`src/rtl/differential_drive_odometry_top_defines.svh`:
```
// assertion helpers for the odometry block
`ifndef DIFFERENTIAL_DRIVE_ODOMETRY_TOP_DEFINES_SVH
`define DIFFERENTIAL_DRIVE_ODOMETRY_TOP_DEFINES_SVH

// same-cycle implication, checked on every clock edge outside reset
`define DDO_ASSERT_NOW(lbl, ante, cons, msg) \
  lbl: assert property (@(posedge clk) disable iff (!rst_n) (ante) |-> (cons)) else $error(msg);

// next-cycle implication
`define DDO_ASSERT_NEXT(lbl, ante, cons, msg) \
  lbl: assert property (@(posedge clk) disable iff (!rst_n) (ante) |=> (cons)) else $error(msg);

`endif

```
`src/rtl/ddo_pkg.sv`:
```
package ddo_pkg;

  localparam int COUNT_WIDTH_DEF    = 32;
  localparam int POSITION_WIDTH_DEF = 40;
  localparam int ANGLE_WIDTH_DEF    = 16;

  localparam int STEP_LENGTH_W = 24;
  localparam int HPD_W         = 16;
  localparam int CFG_DATA_W    = 24;
  localparam int CFG_INDEX_W   = 1;

  localparam logic [CFG_INDEX_W-1:0] CFG_STEP_LENGTH      = 1'b0;
  localparam logic [CFG_INDEX_W-1:0] CFG_HEADING_PER_DIST = 1'b1;

  localparam logic [STEP_LENGTH_W-1:0] STEP_LENGTH_RST = 24'd65536;
  localparam logic [HPD_W-1:0]         HPD_RST         = 16'd256;

  // cordic: 20 rotations on a 32-bit angle, gain-compensated start in q4.30
  localparam int CORDIC_STEPS = 20;
  localparam int ITER_W       = 5;
  localparam int CORDIC_W     = 34;
  localparam logic [ITER_W-1:0]            ITER_LAST    = ITER_W'(CORDIC_STEPS - 1);
  localparam logic signed [CORDIC_W-1:0]   CORDIC_START = 34'sd652032874;

  typedef struct packed {
    logic signed [31:0] position_left;
    logic signed [31:0] position_right;
  } ddo_in_t;

  typedef struct packed {
    logic signed [39:0] pose_x;
    logic signed [39:0] pose_y;
    logic signed [15:0] heading;
  } ddo_out_t;

  typedef enum logic [3:0] {
    ST_IDLE,
    ST_DIST,
    ST_DIFF,
    ST_HEAD,
    ST_INIT,
    ST_CORDIC,
    ST_ROUND,
    ST_MLO,
    ST_MHI,
    ST_ACC,
    ST_PUSH
  } ddo_state_t;

  typedef struct packed {
    logic              take;
    logic              scale;
    logic              diff;
    logic              head;
    logic              init;
    logic              iter;
    logic              round;
    logic              mlo;
    logic              mhi;
    logic              acc;
    logic              push;
    logic [ITER_W-1:0] step;
  } ddo_cmd_t;

  function automatic logic signed [CORDIC_W-1:0] atan_of(input logic [ITER_W-1:0] i);
    logic signed [CORDIC_W-1:0] a;
    case (i)
      5'd0:    a = 34'sh020000000;
      5'd1:    a = 34'sh012E4051E;
      5'd2:    a = 34'sh009FB385B;
      5'd3:    a = 34'sh0051111D4;
      5'd4:    a = 34'sh0028B0D43;
      5'd5:    a = 34'sh00145D7E1;
      5'd6:    a = 34'sh000A2F61E;
      5'd7:    a = 34'sh000517C55;
      5'd8:    a = 34'sh00028BE53;
      5'd9:    a = 34'sh000145F2F;
      5'd10:   a = 34'sh0000A2F98;
      5'd11:   a = 34'sh0000517CC;
      5'd12:   a = 34'sh000028BE6;
      5'd13:   a = 34'sh0000145F3;
      5'd14:   a = 34'sh00000A2FA;
      5'd15:   a = 34'sh00000517D;
      5'd16:   a = 34'sh0000028BE;
      5'd17:   a = 34'sh00000145F;
      5'd18:   a = 34'sh000000A30;
      5'd19:   a = 34'sh000000518;
      default: a = '0;
    endcase
    return a;
  endfunction

endpackage

```
`src/rtl/ddo_ctrl.sv`:
```
module ddo_ctrl (
  input  logic              clk,
  input  logic              rst_n,
  input  logic              in_valid,
  output logic              in_stall,
  input  logic              out_stall,
  output logic              out_valid,
  output ddo_pkg::ddo_cmd_t cmd
);
  import ddo_pkg::*;

  ddo_state_t        state_r, state_nxt;
  logic [ITER_W-1:0] iter_r, iter_nxt;
  logic              out_valid_r, out_valid_nxt;
  logic              slot_free;

  assign slot_free = !out_valid_r || !out_stall;

  always_comb begin
    state_nxt = state_r;
    case (state_r)
      ST_IDLE:   if (in_valid) state_nxt = ST_DIST;
      ST_DIST:   state_nxt = ST_DIFF;
      ST_DIFF:   state_nxt = ST_HEAD;
      ST_HEAD:   state_nxt = ST_INIT;
      ST_INIT:   state_nxt = ST_CORDIC;
      ST_CORDIC: if (iter_r == ITER_LAST) state_nxt = ST_ROUND;
      ST_ROUND:  state_nxt = ST_MLO;
      ST_MLO:    state_nxt = ST_MHI;
      ST_MHI:    state_nxt = ST_ACC;
      ST_ACC:    state_nxt = ST_PUSH;
      ST_PUSH:   if (slot_free) state_nxt = ST_IDLE;
      default:   state_nxt = ST_IDLE;
    endcase
  end

  always_comb begin
    cmd      = '0;
    cmd.step = iter_r;
    case (state_r)
      ST_IDLE:   cmd.take  = in_valid;
      ST_DIST:   cmd.scale = 1'b1;
      ST_DIFF:   cmd.diff  = 1'b1;
      ST_HEAD:   cmd.head  = 1'b1;
      ST_INIT:   cmd.init  = 1'b1;
      ST_CORDIC: cmd.iter  = 1'b1;
      ST_ROUND:  cmd.round = 1'b1;
      ST_MLO:    cmd.mlo   = 1'b1;
      ST_MHI:    cmd.mhi   = 1'b1;
      ST_ACC:    cmd.acc   = 1'b1;
      ST_PUSH:   cmd.push  = slot_free;
      default:   cmd       = '0;
    endcase
  end

  always_comb begin
    iter_nxt = (state_r == ST_CORDIC) ? ITER_W'(iter_r + 1'b1) : '0;
    if (cmd.push) begin
      out_valid_nxt = 1'b1;
    end else if (!out_stall) begin
      out_valid_nxt = 1'b0;
    end else begin
      out_valid_nxt = out_valid_r;
    end
  end

  always_ff @(posedge clk) begin
    if (!rst_n) begin
      state_r     <= ST_IDLE;
      iter_r      <= '0;
      out_valid_r <= 1'b0;
    end else begin
      state_r     <= state_nxt;
      iter_r      <= iter_nxt;
      out_valid_r <= out_valid_nxt;
    end
  end

  assign in_stall  = (state_r != ST_IDLE);
  assign out_valid = out_valid_r;

endmodule

```
`config.mk`:
```
export PLATFORM = sky130hd
export DESIGN_NAME = ddo_ctrl
export DESIGN_NICKNAME = d
export VERILOG_FILES = /design/src/rtl/differential_drive_odometry_top_defines.svh /design/src/rtl/ddo_pkg.sv /design/src/rtl/ddo_ctrl.sv
export SDC_FILE = /design/constraint.sdc
export NUM_CORES = 1
export LEC_CHECK = 0
export ABC_CLOCK_PERIOD_IN_PS = 2500
export BUFFER_PORTS_ARGS = -buffer_cell sky130_fd_sc_hd__buf_4
export CAP_MARGIN = 40
export CORE_UTILIZATION = 35
export CTS_BUF_LIST = sky130_fd_sc_hd__clkbuf_16
export CTS_CLUSTER_SIZE = 40
export DETAILED_ROUTE_END_ITERATION = 10
export GPL_TIMING_DRIVEN = 1
export PLACE_DENSITY = 0.66
export SYNTH_ARGS = -nofsm -noshare
export SYNTH_HDL_FRONTEND = slang
export SYNTH_SLANG_ARGS = --single-unit
```
`constraint.sdc`:
```
create_clock -name clk -period 2.5 [get_ports clk]
set_input_delay 0.25 -clock clk [delete_from_list [all_inputs] [get_ports clk]]
set_output_delay 0.25 -clock clk [all_outputs]
set_load 0.02 [all_outputs]
```
# After elaboration in Yosys (flattened, before gate mapping)
# Cells that the tools add are included.
totals:
  ff_bits: 10
  input_bits: 4
  word_cells: 45
  out_inout_bits: 18
classes:
  add_sub_neg: 1
  eq_ne: 15
  reduce_logical: 8
  muxes: 18
ops:
  columns: ["operator", "count"]
  rows:
  - ["case mux 4 bit (11 select lines)", 1]
  - ["equality test 4 x 3 -> 1 bit (second input constant)", 4]
  - ["2-to-1 mux 1 bit", 13]
  - ["equality test 4 bit (second input constant)", 3]
  - ["2-to-1 mux 4 bit", 3]
  - ["OR reduction 11 bit", 1]
  - ["equality test 4 x 2 -> 1 bit (second input constant)", 2]
  - ["inequality test 2 bit (second input constant)", 3]
  - ["adder 5 x 1 -> 5 bit (second input constant)", 1]
  - ["equality test 5 bit (second input constant)", 1]
  - ["2-to-1 mux 5 bit", 1]
  - ["equality test 4 x 1 -> 1 bit (second input constant)", 1]
  - ["zero test 4 bit", 1]
  - ["nonzero test 4 bit", 1]
  - ["AND reduction 3 bit", 1]
  - ["zero test 1 bit", 2]
  - ["inequality test 2 x 1 -> 1 bit (second input constant)", 1]
  - ["AND reduction 2 bit", 1]
  - ["logical OR 1 bit", 1]

# Longest topological paths before layout
# Gate-level depths: netlist (run 1).
depth:
  depth_word: 4
  mapped_depth: 4
  ltp_nobuf: 4

# Worst setup path after synthesis (run 1)
# No wires, ideal clock.
synth_path:
  kind: "register -> output"
  from: "register state_r[2]"
  to: "output port cmd[6] (netlist bit)"
  stages_incl_launch_ff: 4
  arrival_ps: 1182
  path_slack_ps: 1068
  required_time_ps: 2250
  cell_sequence: "dfxtp_1 > buf_2 > nand2b_1 > nor3b_1"
synth_rtl:
  columns: ["element", "line_no", "text"]
  rows:
  - ["from (decl)", "ddo_ctrl.sv:12", "ddo_state_t state_r, state_nxt;"]
  - ["from (signal assigned)", "ddo_ctrl.sv:73", "state_r <= state_nxt;"]
  - ["to (decl)", "ddo_ctrl.sv:8", "output ddo_pkg::ddo_cmd_t cmd"]

==> impl_results.rst, run 1 <==
.. list-table::
   :header-rows: 1

   * - Metric
     - Value
   * - End of the worst register-to-register path
     - state_r[3]
   * - Number of placement rows
     - 14
   * - Final-layout setup total negative slack
     - 0 ns
   * - Number of detailed-route iterations in the first pass
     - 4
   * - Fraction of the cycle the final worst path needs
     - 71.66%
   * - Fraction of synthesis flops using an asynchronous set or reset pin
     - 0%
   * - Post-route antenna net violation count
     - 0
   * - Worst supply voltage drop on vdd
     - 0.0004495 V
   * - Number of synthesis warnings
     - 0
   * - Top Ports
     - 22
   * - Top cell by count, worst path
     - sky130_fd_sc_hd__and2_1
   * - Number of antenna violations at the first check in global routing
     - 0
   * - Count of buffering cells on the critical path with inverters included
     - 1
   * - Switching power as a share of total power
     - 21.61%
   * - All-Layer GR Usage
     - 15.56%
   * - Horizontal die dimension
     - 43.04 um
   * - Number of placed instances, taps included
     - 104
   * - Cell at the root of the clock tree
     - sky130_fd_sc_hd__clkbuf_16
   * - Core region area
     - 1541 sq um
   * - Top cell family by delay on the critical path
     - flip-flops
   * - Diodes inserted
     - 0
   * - PD cells
     - 628.4 nW/um^2
   * - Count of final hold-check violations
     - 0
   * - Starting Density
     - 38.23%
   * - Die H
     - 43.04 um
   * - Headroom to the max-slew limit
     - 68.63%
   * - Count of state elements after synthesis
     - 10
   * - Number of CTS-inserted buffers
     - 3
   * - Post-Route WL
     - 1358 um
   * - Dominant cells by area after synthesis
     - sky130_fd_sc_hd__dfxtp_1 34%, sky130_fd_sc_hd__and2_1 6.4%, sky130_fd_sc_hd__nor2_1 6.4%
   * - Reg2reg start
     - state_r[3]
   * - Slew Limit Fails
     - 0
   * - Transition time at the pin with the least slew margin
     - 0.4699 ns
   * - Mapped Nets
     - 77
   * - Post-CTS clock slew at the launch and capture registers of the worst setup and hold paths
     - 0.04 ns
   * - Area delta synth->final
     - 37.79%
   * - Share of synthesized area occupied by flip-flops and latches
     - 33.97%
   * - Category of the critical setup timing path
     - reg2out
   * - Data arrival time of the critical path
     - 1.54 ns
   * - Part of the power in the clock network
     - 53.6%
   * - Critical hold path startpoint
     - out_stall
   * - Post-synthesis instance area
     - 589.3 sq um
   * - Most instantiated cells after synthesis
     - 10 x sky130_fd_sc_hd__dfxtp_1, 10 x sky130_fd_sc_hd__nor2_1, 7 x sky130_fd_sc_hd__nand2_1, 6 x sky130_fd_sc_hd__and2_1, 4 x sky130_fd_sc_hd__nand2b_1
   * - Via count of the first global-routing pass
     - 489
   * - Number of setup violations in the final report
     - 0
   * - Unique cell type count in the Yosys netlist
     - 28
   * - Max Clock Skew
     - 0.0006134 ns
   * - Worst min path class
     - in2reg
   * - Wire length per cell after detailed routing
     - 12.69 um
   * - Standard cell area after detailed placement
     - 737.0 sq um
   * - DRC violations left
     - 0
   * - Worst path cell trace
     - and2_1 > o21ai_1 > and2_1 > buf_4
   * - Placed wire-length estimate
     - 976.7 um
   * - Final min period
     - 1.791 ns
   * - PostCTS Resize Cnt
     - 0
   * - Floorplan die area
     - 1852 sq um
   * - Clk Latency, worst-skew pair
     - 0.23 ns
   * - Leakage
     - 0.3454 nW
   * - Port Buffers
     - 21
   * - Hold-critical path depth
     - 3
   * - Number of flops mapped to enable cells by yosys
     - 0
   * - Startpoint type of the worst setup path
     - flip-flop
   * - Syn avg cell area
     - 8.185 sq um
   * - Logic depth of the worst register-to-register path
     - 3
   * - Number of max-cap violations
     - 0
   * - Post-CTS setup-driven buffer insertion count
     - 0
   * - Number of vias after detailed routing
     - 568
   * - Cell taking the most area after synthesis
     - sky130_fd_sc_hd__dfxtp_1
   * - End point of the worst hold path
     - out_valid
   * - Status
     - finished, final reports clean
   * - Via-per-instance ratio
     - 5.308
   * - Setup repair after global routing missed its margin
     - false
   * - Ratio of cells with drive above 1 in the final layout
     - 28.57%
   * - Endpoint kind of the worst setup timing path
     - primary output
   * - Sum of overflow across all layers after global routing
     - 0
   * - Net switching power of the design
     - 0.1103 mW
   * - CP max stage cell
     - sky130_fd_sc_hd__dfxtp_1
   * - Final RePlAce weighted congestion
     - 0.7344
   * - Number of sinks driven by the clock tree
     - 10
   * - F_max
     - 0.5582 GHz
   * - Worst reg-to-reg setup slack
     - 1.16 ns
   * - Prevailing post-synth register cell
     - sky130_fd_sc_hd__dfxtp_1
   * - Cell-internal power
     - 0.4000 mW
   * - Sequential share of power
     - 34.7%
   * - Maximum number of pins on one net before global-route repair
     - 18
   * - Largest fanout of any net on the critical path
     - 15
   * - Post-synth top area share
     - 33.97%
   * - Count of placed standard cells in the final layout, fillers left out
     - 107
   * - Post-CTS Hold Fix Bufs
     - 0
   * - Clock tree from TritonCTS
     - built
   * - Logic gate share of total power
     - 11.8%
   * - Detailed router's first-iteration violation count
     - 14
   * - Wire length of the first global-routing pass
     - 2194 um
   * - Number of H-tree levels
     - 1
   * - Required arrival time at the worst endpoint
     - 2.25 ns
   * - Instance count of the mapped netlist
     - 72
   * - CP max stage delay
     - 0.58 ns
   * - Post-layout utilization of the core
     - 52.68%
   * - Final non-filler cell area
     - 812.0 sq um
   * - Clock tree buffer depth
     - 2
   * - Nets@finish
     - 98
-- area by class of cell --
class	count	area (sq um)
Timing Repair Buffer	21	157.7
Clock buffer	3	75.07
Sequential cell	10	200.2
Tap cell	16	20.02
Fill cell	156	729.5
Multi-Input combinational cell	57	359.1
-- placed cells by master (no fill, tap or decap), types with 2 or more instances in the layout --
cell type / instances
sky130_fd_sc_hd__buf_4: 21
sky130_fd_sc_hd__and2_1: 6
sky130_fd_sc_hd__clkbuf_16: 3
sky130_fd_sc_hd__nor3b_1: 3
sky130_fd_sc_hd__nor2_1: 10
sky130_fd_sc_hd__dfxtp_1: 10
sky130_fd_sc_hd__nand3_1: 2
sky130_fd_sc_hd__nand2b_1: 4
sky130_fd_sc_hd__nor3_1: 3
sky130_fd_sc_hd__nor2b_1: 2
sky130_fd_sc_hd__xor2_1: 2
sky130_fd_sc_hd__and3_1: 2
sky130_fd_sc_hd__xnor2_1: 2
sky130_fd_sc_hd__nand2_1: 7
-- how the worst max path moves through the flow --
stage	startpoint	end	slack, ns	cells past startpoint
after detailed placement	state_r[1]	cmd[4]	0.98	4
after global routing	state_r[1]	cmd[4]	0.61	4
after floorplan	state_r[2]	cmd[6]	1.07	3
after CTS	state_r[1]	cmd[4]	0.71	4
final	state_r[1]	cmd[4]	0.71	4
after global placement	state_r[1]	cmd[4]	1.00	4
-- registers in the layout, summed over array words and instances (netlist names) --
name / cells
iter_r: 5
state_r: 4
out_valid: 1
-- cell families after synthesis --
group	Yosys count	synth area share [%]
buffers and inverters	5	5.094
and+or+nand+nor	44	42.04
AOI/OAI and AO/OA	8	10.83
DFF	10	33.97
xor gates and xnor gates	4	5.946
adders and majority gates	1	2.123
-- per-layer routing --
metal,vias up,share of wire (%),GRT usage (%)
li1,286,-,-
met1,254,46,19.53
met2,26,45,25.45
met3,2,8.2,4.255
met4,0,0.44,5.455
met5,-,0,0
-- stage by stage --
step	power [mW]	setup slack [ns]	hold slack (ns)
final	0.5103	0.7086	0.2779
after global routing	0.5321	0.6068	0.2893
after CTS	0.5165	0.7144	0.2775
after detailed placement	0.2392	0.9794	0.4707
after global placement	0.2382	1.003	0.4461
after floorplan	0.2173	1.068	0.3779
-- power groups by stage --
stage	Combinational, mW	Sequential, mW	Clock (mW)
global placement	0.0593	0.179	0
finish	0.0601	0.177	0.273
detailed placement	0.0601	0.179	0
global route	0.0657	0.179	0.288
CTS	0.0606	0.177	0.279
floorplan	0.0476	0.170	0
-- worst min-delay path, stage by stage --
cell                      delay (ns)
sky130_fd_sc_hd__buf_4          0.08
sky130_fd_sc_hd__a32oi_1        0.04
sky130_fd_sc_hd__nor2b_1        0.09
Note: power is estimated with default switching activity, not from simulation.
==> inputs of run 2 (changes only) <==
--- a/config.mk
+++ b/config.mk
@@ -5,7 +5,7 @@
 export SDC_FILE = /design/constraint.sdc
 export NUM_CORES = 1
 export LEC_CHECK = 0
-export ABC_CLOCK_PERIOD_IN_PS = 2500
+export ABC_CLOCK_PERIOD_IN_PS = 1800
 export BUFFER_PORTS_ARGS = -buffer_cell sky130_fd_sc_hd__buf_4
 export CAP_MARGIN = 40
 export CORE_UTILIZATION = 35
==> constraint.sdc (replaced) <==
create_clock -name clk -period 1.8 [get_ports clk]
set_input_delay 0.18 -clock clk [delete_from_list [all_inputs] [get_ports clk]]
set_output_delay 0.18 -clock clk [all_outputs]
set_load 0.02 [all_outputs]
==> impl_results.rst, run 2 (synthesis gave the netlist of run 1 again) <==
.. list-table::
   :header-rows: 1

   * - Metric
     - Value
   * - Number of vias after detailed routing
     - 562 (-1.1%)
   * - Status
     - finished, final reports clean
   * - Diodes inserted
     - 0 (unchanged)
   * - Met3 Usage GRT
     - 3.404% (-0.85 points)
   * - Wire length of the first global-routing pass
     - 2201 um (+0.32%)
   * - Number of H-tree levels
     - 1 (unchanged)
   * - Top Ports
     - 22 (unchanged)
   * - Floorplan die area
     - 1852 sq um (unchanged)
   * - Post-CTS Hold Fix Bufs
     - 0 (unchanged)
   * - FF+latch area
     - 200.2 sq um (unchanged)
   * - Cell-internal power
     - 0.5586 mW (+40%)
   * - Number of setup violations in the final report
     - 0 (unchanged)
   * - Maximum number of pins on one net before global-route repair
     - 18 (unchanged)
   * - Wire length per cell after detailed routing
     - 11.76 um (-7.3%)
   * - Number of sinks driven by the clock tree
     - 10 (unchanged)
   * - Startpoint type of the worst setup path
     - flip-flop
   * - Count of final hold-check violations
     - 0 (unchanged)
   * - Switching power as a share of total power
     - 21.87% (+0.26 points)
   * - PD cells
     - 872.4 nW/um^2 (+39%)
   * - Clock tree buffer depth
     - 2 (unchanged)
   * - Horizontal die dimension
     - 43.04 um (unchanged)
   * - Transition time at the pin with the least slew margin
     - 0.4595 ns (-0.01044 ns)
   * - Via count of the first global-routing pass
     - 495 (+1.2%)
   * - DRC violations left
     - 0 (unchanged)
   * - Final worst-path setup slack
     - 0.1945 ns (-0.5141 ns)
   * - Via-per-instance ratio
     - 5.204 (-2.0%)
   * - Starting Density
     - 38.23% (unchanged)
   * - Headroom to the max-slew limit
     - 69.33% (+0.70 points)
   * - Logic gate share of total power
     - 13.0% (+1.2 points)
   * - Count of placed standard cells in the final layout, fillers left out
     - 108 (+0.93%)
   * - Top library cells by usage in the layout, fill and taps aside
     - 22 x sky130_fd_sc_hd__buf_4, 10 x sky130_fd_sc_hd__nor2_1, 10 x sky130_fd_sc_hd__dfxtp_1
   * - Post-CTS clock slew at the launch and capture registers of the worst setup and hold paths
     - 0.04 ns (about the same)
   * - Required arrival time at the worst endpoint
     - 1.62 ns (-0.63 ns)
   * - Clock tree from TritonCTS
     - built
   * - Final min period
     - 1.605 ns
   * - Worst min path class
     - in2reg
   * - Number of CTS-inserted buffers
     - 3 (unchanged)
   * - Sequential share of power
     - 33.4% (-1.3 points)
   * - Final-layout setup total negative slack
     - 0 ns (unchanged)
   * - Clk Latency, worst-skew pair
     - 0.23 ns (about the same)
   * - Die H
     - 43.04 um (unchanged)
   * - Number of placement rows
     - 14 (unchanged)
   * - Total design power
     - 0.7150 mW (+40%)
   * - Slew Limit Fails
     - 0 (unchanged)
   * - Cell at the root of the clock tree
     - sky130_fd_sc_hd__clkbuf_16
   * - Global routing met2 resource utilization
     - 23.03% (-2.4 points)
   * - Ratio of cells with drive above 1 in the final layout
     - 29.35% (+0.78 points)
   * - Sum of overflow across all layers after global routing
     - 0 (unchanged)
   * - Leakage
     - 0.3507 nW (+1.5%)
   * - Final RePlAce weighted congestion
     - 0.7367 (+0.31%)
   * - Post-CTS setup-driven buffer insertion count
     - 0 (unchanged)
   * - Part of the power in the clock network
     - 53.5% (about the same)
   * - F_max
     - 0.6229 GHz
   * - Fillcell total
     - 150 (-3.8%)
   * - Number of detailed-route iterations in the first pass
     - 4 (unchanged)
   * - Commonest non-fill, non-tap cell in the layout
     - sky130_fd_sc_hd__buf_4
   * - Worst supply voltage drop on vdd
     - 0.0005691 V (+27%)
   * - Worst reg-to-reg setup slack
     - 0.50 ns (-0.66 ns)
   * - Setup repair after global routing missed its margin
     - false
   * - Category of the critical setup timing path
     - reg2out
   * - Area delta synth->final
     - 39.07%
   * - Most flop-heavy register
     - iter_r
   * - Endpoint kind of the worst setup timing path
     - primary output
   * - Peak-usage layer in the global routing report
     - met2
   * - Nets@finish
     - 99 (+1.0%)
   * - Post-route antenna net violation count
     - 0 (unchanged)
   * - Global routing met1 resource utilization
     - 21.35% (+1.8 points)
   * - Hold Slack
     - 0.2151 ns (-0.06282 ns)
   * - Fraction of the cycle the final worst path needs
     - 89.19%
   * - Number of placed instances, taps included
     - 105 (+0.96%)
   * - Port Buffers
     - 21 (unchanged)
   * - Data arrival time of the critical path
     - 1.43 ns (-0.11 ns)
   * - Max Clock Skew
     - 0.0005622 ns (-0.00005113 ns)
   * - Detailed router's first-iteration violation count
     - 7 (-7)
   * - Largest fanout of any net on the critical path
     - 11 (-4)
   * - Number of antenna violations at the first check in global routing
     - 0 (unchanged)
   * - Placed wire-length estimate
     - 896.8 um (-8.2%)
   * - Minimum setup slack after placement
     - 0.4585 ns (-0.5209 ns)
   * - Multi-input gate area in the final layout
     - 359.1 sq um (unchanged)
   * - Number of flip-flops under the largest register name
     - 5 (unchanged)
   * - Number of max-cap violations
     - 0 (unchanged)
   * - All-Layer GR Usage
     - 15.56% (unchanged)
   * - Post-Route WL
     - 1270 um (-6.5%)
   * - Core region area
     - 1541 sq um (unchanged)
   * - Net switching power of the design
     - 0.1564 mW (+42%)
   * - PostCTS Resize Cnt
     - 0 (unchanged)
==> run 2: cell count changes in the layout (fill, tap and decap cells not counted), sizes merged <==
cell	previous run	this run
buf	21	22
==> run 2: worst paths after layout <==
kind,cells after the start,endpoint,from
worst min register to register,1,iter_r[0],iter_r[0]
worst max register to register,3,state_r[3],state_r[3]
worst max-delay path,4,cmd[3],state_r[0]
worst min-delay path,3,out_valid,out_stall
==> run 2: layout make-up <==
class / count / share of cell area, %
clock buffers: 3 / 9.160
multi-input cells: 57 / 43.82
flip-flops and latches: 10 / 24.43
well taps: 16 / 2.443
repair buffers: 22 / 20.15
==> run 2: power groups by stage <==
stage	Sequential [mW]	Combinational [mW]	Clock, mW
6_report	0.239	0.0931	0.383
5_1_grt	0.240	0.103	0.403
4_1_cts	0.238	0.0941	0.386
3_5_place_dp	0.242	0.0933	0
3_3_place_gp	0.241	0.0933	0
2_1_floorplan	0.236	0.0661	0
==> run 2: routing by layer <==
layer  vias up  share of wire, %  routed length (um)
li1        287                 -                   -
met1       251                47                 591
met2        22                43                 544
met3         2               8.7                 111
met4         0               1.7                  22
met5         -                 0                   0
==> run 2: per-stage QoR <==
step	instance area, sq um	utilization (%)
after floorplan	589.3	-
after global placement	744.5	48.30
after detailed placement	744.5	48.30
after CTS	819.5	53.17
after global routing	819.5	53.17
final	819.5	53.17
==> run 2: critical path: stages, from the launching register on <==
cell,delay [ns]
sky130_fd_sc_hd__dfxtp_1,0.49
sky130_fd_sc_hd__and2_1,0.22
sky130_fd_sc_hd__o21ai_1,0.12
sky130_fd_sc_hd__and2_1,0.22
sky130_fd_sc_hd__buf_4,0.15
==> inputs of run 3 (changes only) <==
--- a/config.mk
+++ b/config.mk
@@ -8,12 +8,14 @@
 export ABC_CLOCK_PERIOD_IN_PS = 1800
 export BUFFER_PORTS_ARGS = -buffer_cell sky130_fd_sc_hd__buf_4
 export CAP_MARGIN = 40
-export CORE_UTILIZATION = 35
+export CELL_PAD_IN_SITES_DETAIL_PLACEMENT = 0
+export CELL_PAD_IN_SITES_GLOBAL_PLACEMENT = 2
+export CORE_UTILIZATION = 25
 export CTS_BUF_LIST = sky130_fd_sc_hd__clkbuf_16
 export CTS_CLUSTER_SIZE = 40
 export DETAILED_ROUTE_END_ITERATION = 10
 export GPL_TIMING_DRIVEN = 1
-export PLACE_DENSITY = 0.66
+export PLACE_DENSITY = 0.8
 export SYNTH_ARGS = -nofsm -noshare
 export SYNTH_HDL_FRONTEND = slang
 export SYNTH_SLANG_ARGS = --single-unit
==> impl_results.rst, run 3 (synthesis gave the netlist of run 1 again) <==
.. list-table::
   :header-rows: 1

   * - Metric
     - Value
   * - Fraction of the cycle the final worst path needs
     - 92.01% (+2.8 points)
   * - Reg2reg start
     - state_r[3]
   * - Die H
     - 50.55 um (+17%)
   * - Transition time at the pin with the least slew margin
     - 0.4995 ns (+0.03997 ns)
   * - Sequential share of power
     - 33.3% (about the same)
   * - Number of CTS-inserted buffers
     - 3 (unchanged)
   * - Number of detailed-route iterations in the first pass
     - 4 (unchanged)
   * - Post-layout utilization of the core
     - 37.90% (-15 points)
   * - Ratio of cells with drive above 1 in the final layout
     - 29.03% (-0.32 points)
   * - Switching power as a share of total power
     - 22.03% (+0.16 points)
   * - Cell at the root of the clock tree
     - sky130_fd_sc_hd__clkbuf_16
   * - Worst Setup SP
     - state_r[3]
   * - Floorplan die area
     - 2555 sq um (+38%)
   * - Worst setup path end
     - cmd[2]
   * - PostCTS Resize Cnt
     - 0 (unchanged)
   * - Port Buffers
     - 21 (unchanged)
   * - CP max stage cell
     - sky130_fd_sc_hd__dfxtp_1
   * - Number of placement rows
     - 17 (+3)
   * - Largest fanout of any net on the critical path
     - 17 (+6)
   * - All-Layer GR Usage
     - 10.16% (-5.4 points)
   * - Number of vias after detailed routing
     - 547 (-2.7%)
   * - Number of max-cap violations
     - 0 (unchanged)
   * - Count of final hold-check violations
     - 0 (unchanged)
   * - Worst path cell trace
     - o21ai_1 > and2_1 > buf_4
   * - Clock tree from TritonCTS
     - built
   * - Post-CTS setup-driven buffer insertion count
     - 0 (unchanged)
   * - Minimum setup slack after placement
     - 0.3866 ns (-0.07188 ns)
   * - Final-layout setup total negative slack
     - 0 ns (unchanged)
   * - Post-CTS Hold Fix Bufs
     - 0 (unchanged)
   * - Hold-critical path depth
     - 3 (unchanged)
   * - Leakage
     - 0.3522 nW (+0.45%)
   * - Post-route antenna net violation count
     - 0 (unchanged)
   * - Number of antenna violations at the first check in global routing
     - 0 (unchanged)
   * - Hold Slack
     - 0.2041 ns (-0.01101 ns)
   * - Maximum number of pins on one net before global-route repair
     - 18 (unchanged)
   * - Number of flip-flops under the largest register name
     - 5 (unchanged)
   * - Max Clock Skew
     - 0.001398 ns (+0.0008359 ns)
   * - Cell-internal power
     - 0.5617 mW (+0.56%)
   * - Clock tree buffer depth
     - 2 (unchanged)
   * - Via count of the first global-routing pass
     - 463 (-6.5%)
   * - Critical hold path startpoint
     - out_stall
   * - Via-per-instance ratio
     - 4.521 (-13%)
   * - F_max
     - 0.6038 GHz (-3.1%)
   * - Area delta synth->final
     - 42.25%
   * - Wire length per cell after detailed routing
     - 10.69 um (-9.1%)
   * - Core region area
     - 2212 sq um (+44%)
   * - Detailed router's first-iteration violation count
     - 4 (-3)
   * - Top cell family by delay on the critical path
     - flip-flops
   * - Logic depth of the worst register-to-register path
     - 3 (unchanged)
   * - Startpoint type of the worst setup path
     - flip-flop
   * - Logic gate share of total power
     - 12.7% (-0.3 points)
   * - Nets@finish
     - 99 (unchanged)
   * - Count of buffering cells on the critical path with inverters included
     - 1 (unchanged)
   * - Number of setup violations in the final report
     - 0 (unchanged)
   * - Clk Latency, worst-skew pair
     - 0.23 ns (about the same)
   * - Final RePlAce weighted congestion
     - 0.7120 (-3.4%)
   * - Category of the critical setup timing path
     - reg2out
   * - Critical path depth
     - 3 (-1)
   * - Number of H-tree levels
     - 1 (unchanged)
   * - Worst min path class
     - in2reg
   * - Net switching power of the design
     - 0.1587 mW (+1.5%)
   * - Post-Route WL
     - 1293 um (+1.8%)
   * - Post-CTS clock slew at the launch and capture registers of the worst setup and hold paths
     - 0.04 ns (about the same)
   * - Number of sinks driven by the clock tree
     - 10 (unchanged)
   * - CP max stage delay
     - 0.62 ns (+0.13 ns)
   * - Commonest non-fill, non-tap cell in the layout
     - sky130_fd_sc_hd__buf_4
   * - Top Ports
     - 22 (unchanged)
   * - Worst reg-to-reg setup slack
     - 0.46 ns (-0.04 ns)
   * - Slew Limit Fails
     - 0 (unchanged)
   * - Endpoint kind of the worst setup timing path
     - primary output
   * - Setup repair after global routing missed its margin
     - false
   * - Wire length of the first global-routing pass
     - 2035 um (-7.5%)
   * - Required arrival time at the worst endpoint
     - 1.62 ns (about the same)
   * - Sum of overflow across all layers after global routing
     - 0 (unchanged)
   * - PD cells
     - 859.4 nW/um^2 (-1.5%)
   * - Horizontal die dimension
     - 50.55 um (+17%)
   * - Most flop-heavy register
     - iter_r
   * - DRC violations left
     - 0 (unchanged)
   * - Data arrival time of the critical path
     - 1.48 ns (+0.05 ns)
   * - Status
     - finished, final reports clean
   * - Final min period
     - 1.656 ns (+0.05073 ns)
   * - Part of the power in the clock network
     - 54.0% (+0.5 points)
   * - Headroom to the max-slew limit
     - 66.66% (-2.7 points)
   * - Placed wire-length estimate
     - 934.8 um (+4.2%)
   * - Diodes inserted
     - 0 (unchanged)
   * - End of the worst register-to-register path
     - state_r[3]
   * - Final worst-path setup slack
     - 0.1438 ns (-0.05073 ns)
   * - Starting Density
     - 26.64% (-12 points)
   * - Worst supply voltage drop on vdd
     - 0.0005300 V (-6.9%)
   * - Top library cells by usage in the layout, fill and taps aside
     - 22 x sky130_fd_sc_hd__buf_4, 10 x sky130_fd_sc_hd__nor2_1, 10 x sky130_fd_sc_hd__dfxtp_1
   * - Total design power
     - 0.7204 mW (+0.76%)
-- run 3: changes by cell type in the layout (fill, tap and decap cells not counted), sizes merged --
cell	previous run	this run
clkinv	0	1
-- run 3: tightest hold or removal path: cells and delay by family --
family | cells | cell delay [ns]
and+or+nand+nor | 1 | 0.09
AOI/OAI and AO/OA | 1 | 0.04
buffers and inverters | 1 | 0.08
-- run 3: how the worst min path moves through the flow --
stage,endpoint,slack [ns]
final,out_valid,0.20
after global routing,out_valid,0.21
after CTS,out_valid,0.21
after detailed placement,out_valid,0.45
after global placement,out_valid,0.44
after floorplan,state_r[3],0.31
-- run 3: stage by stage --
step,instances,area (sq um)
5_1_grt,121,838.3
4_1_cts,121,838.3
2_1_floorplan,72,589.3
6_report,121,838.3
3_5_place_dp,117,759.5
3_3_place_gp,117,759.5
-- run 3: layout make-up --
type	count	area, sq um
multi-input cells	57	359.1
flip-flops and latches	10	200.2
clock buffers	3	75.07
well taps	28	35.03
fillers	234	1374
repair buffers	22	165.2
clock inverters	1	3.754
-- run 3: power by group through the flow --
stage | combinational (mW) | sequential (mW) | clock (mW)
5_1_grt | 0.0998 | 0.242 | 0.408
6_report | 0.0914 | 0.240 | 0.389
3_5_place_dp | 0.0921 | 0.244 | 0
4_1_cts | 0.0925 | 0.240 | 0.398
3_3_place_gp | 0.0924 | 0.243 | 0
2_1_floorplan | 0.0661 | 0.236 | 0
-- run 3: metal layers --
metal | vias up | track usage, % | part of all wire, %
li1 | 291 | - | -
met1 | 240 | 14.44 | 50
met3 | 0 | 0.9091 | 5.5
met5 | - | 0 | 0
met4 | 0 | 4.167 | 0
met2 | 16 | 15.56 | 45
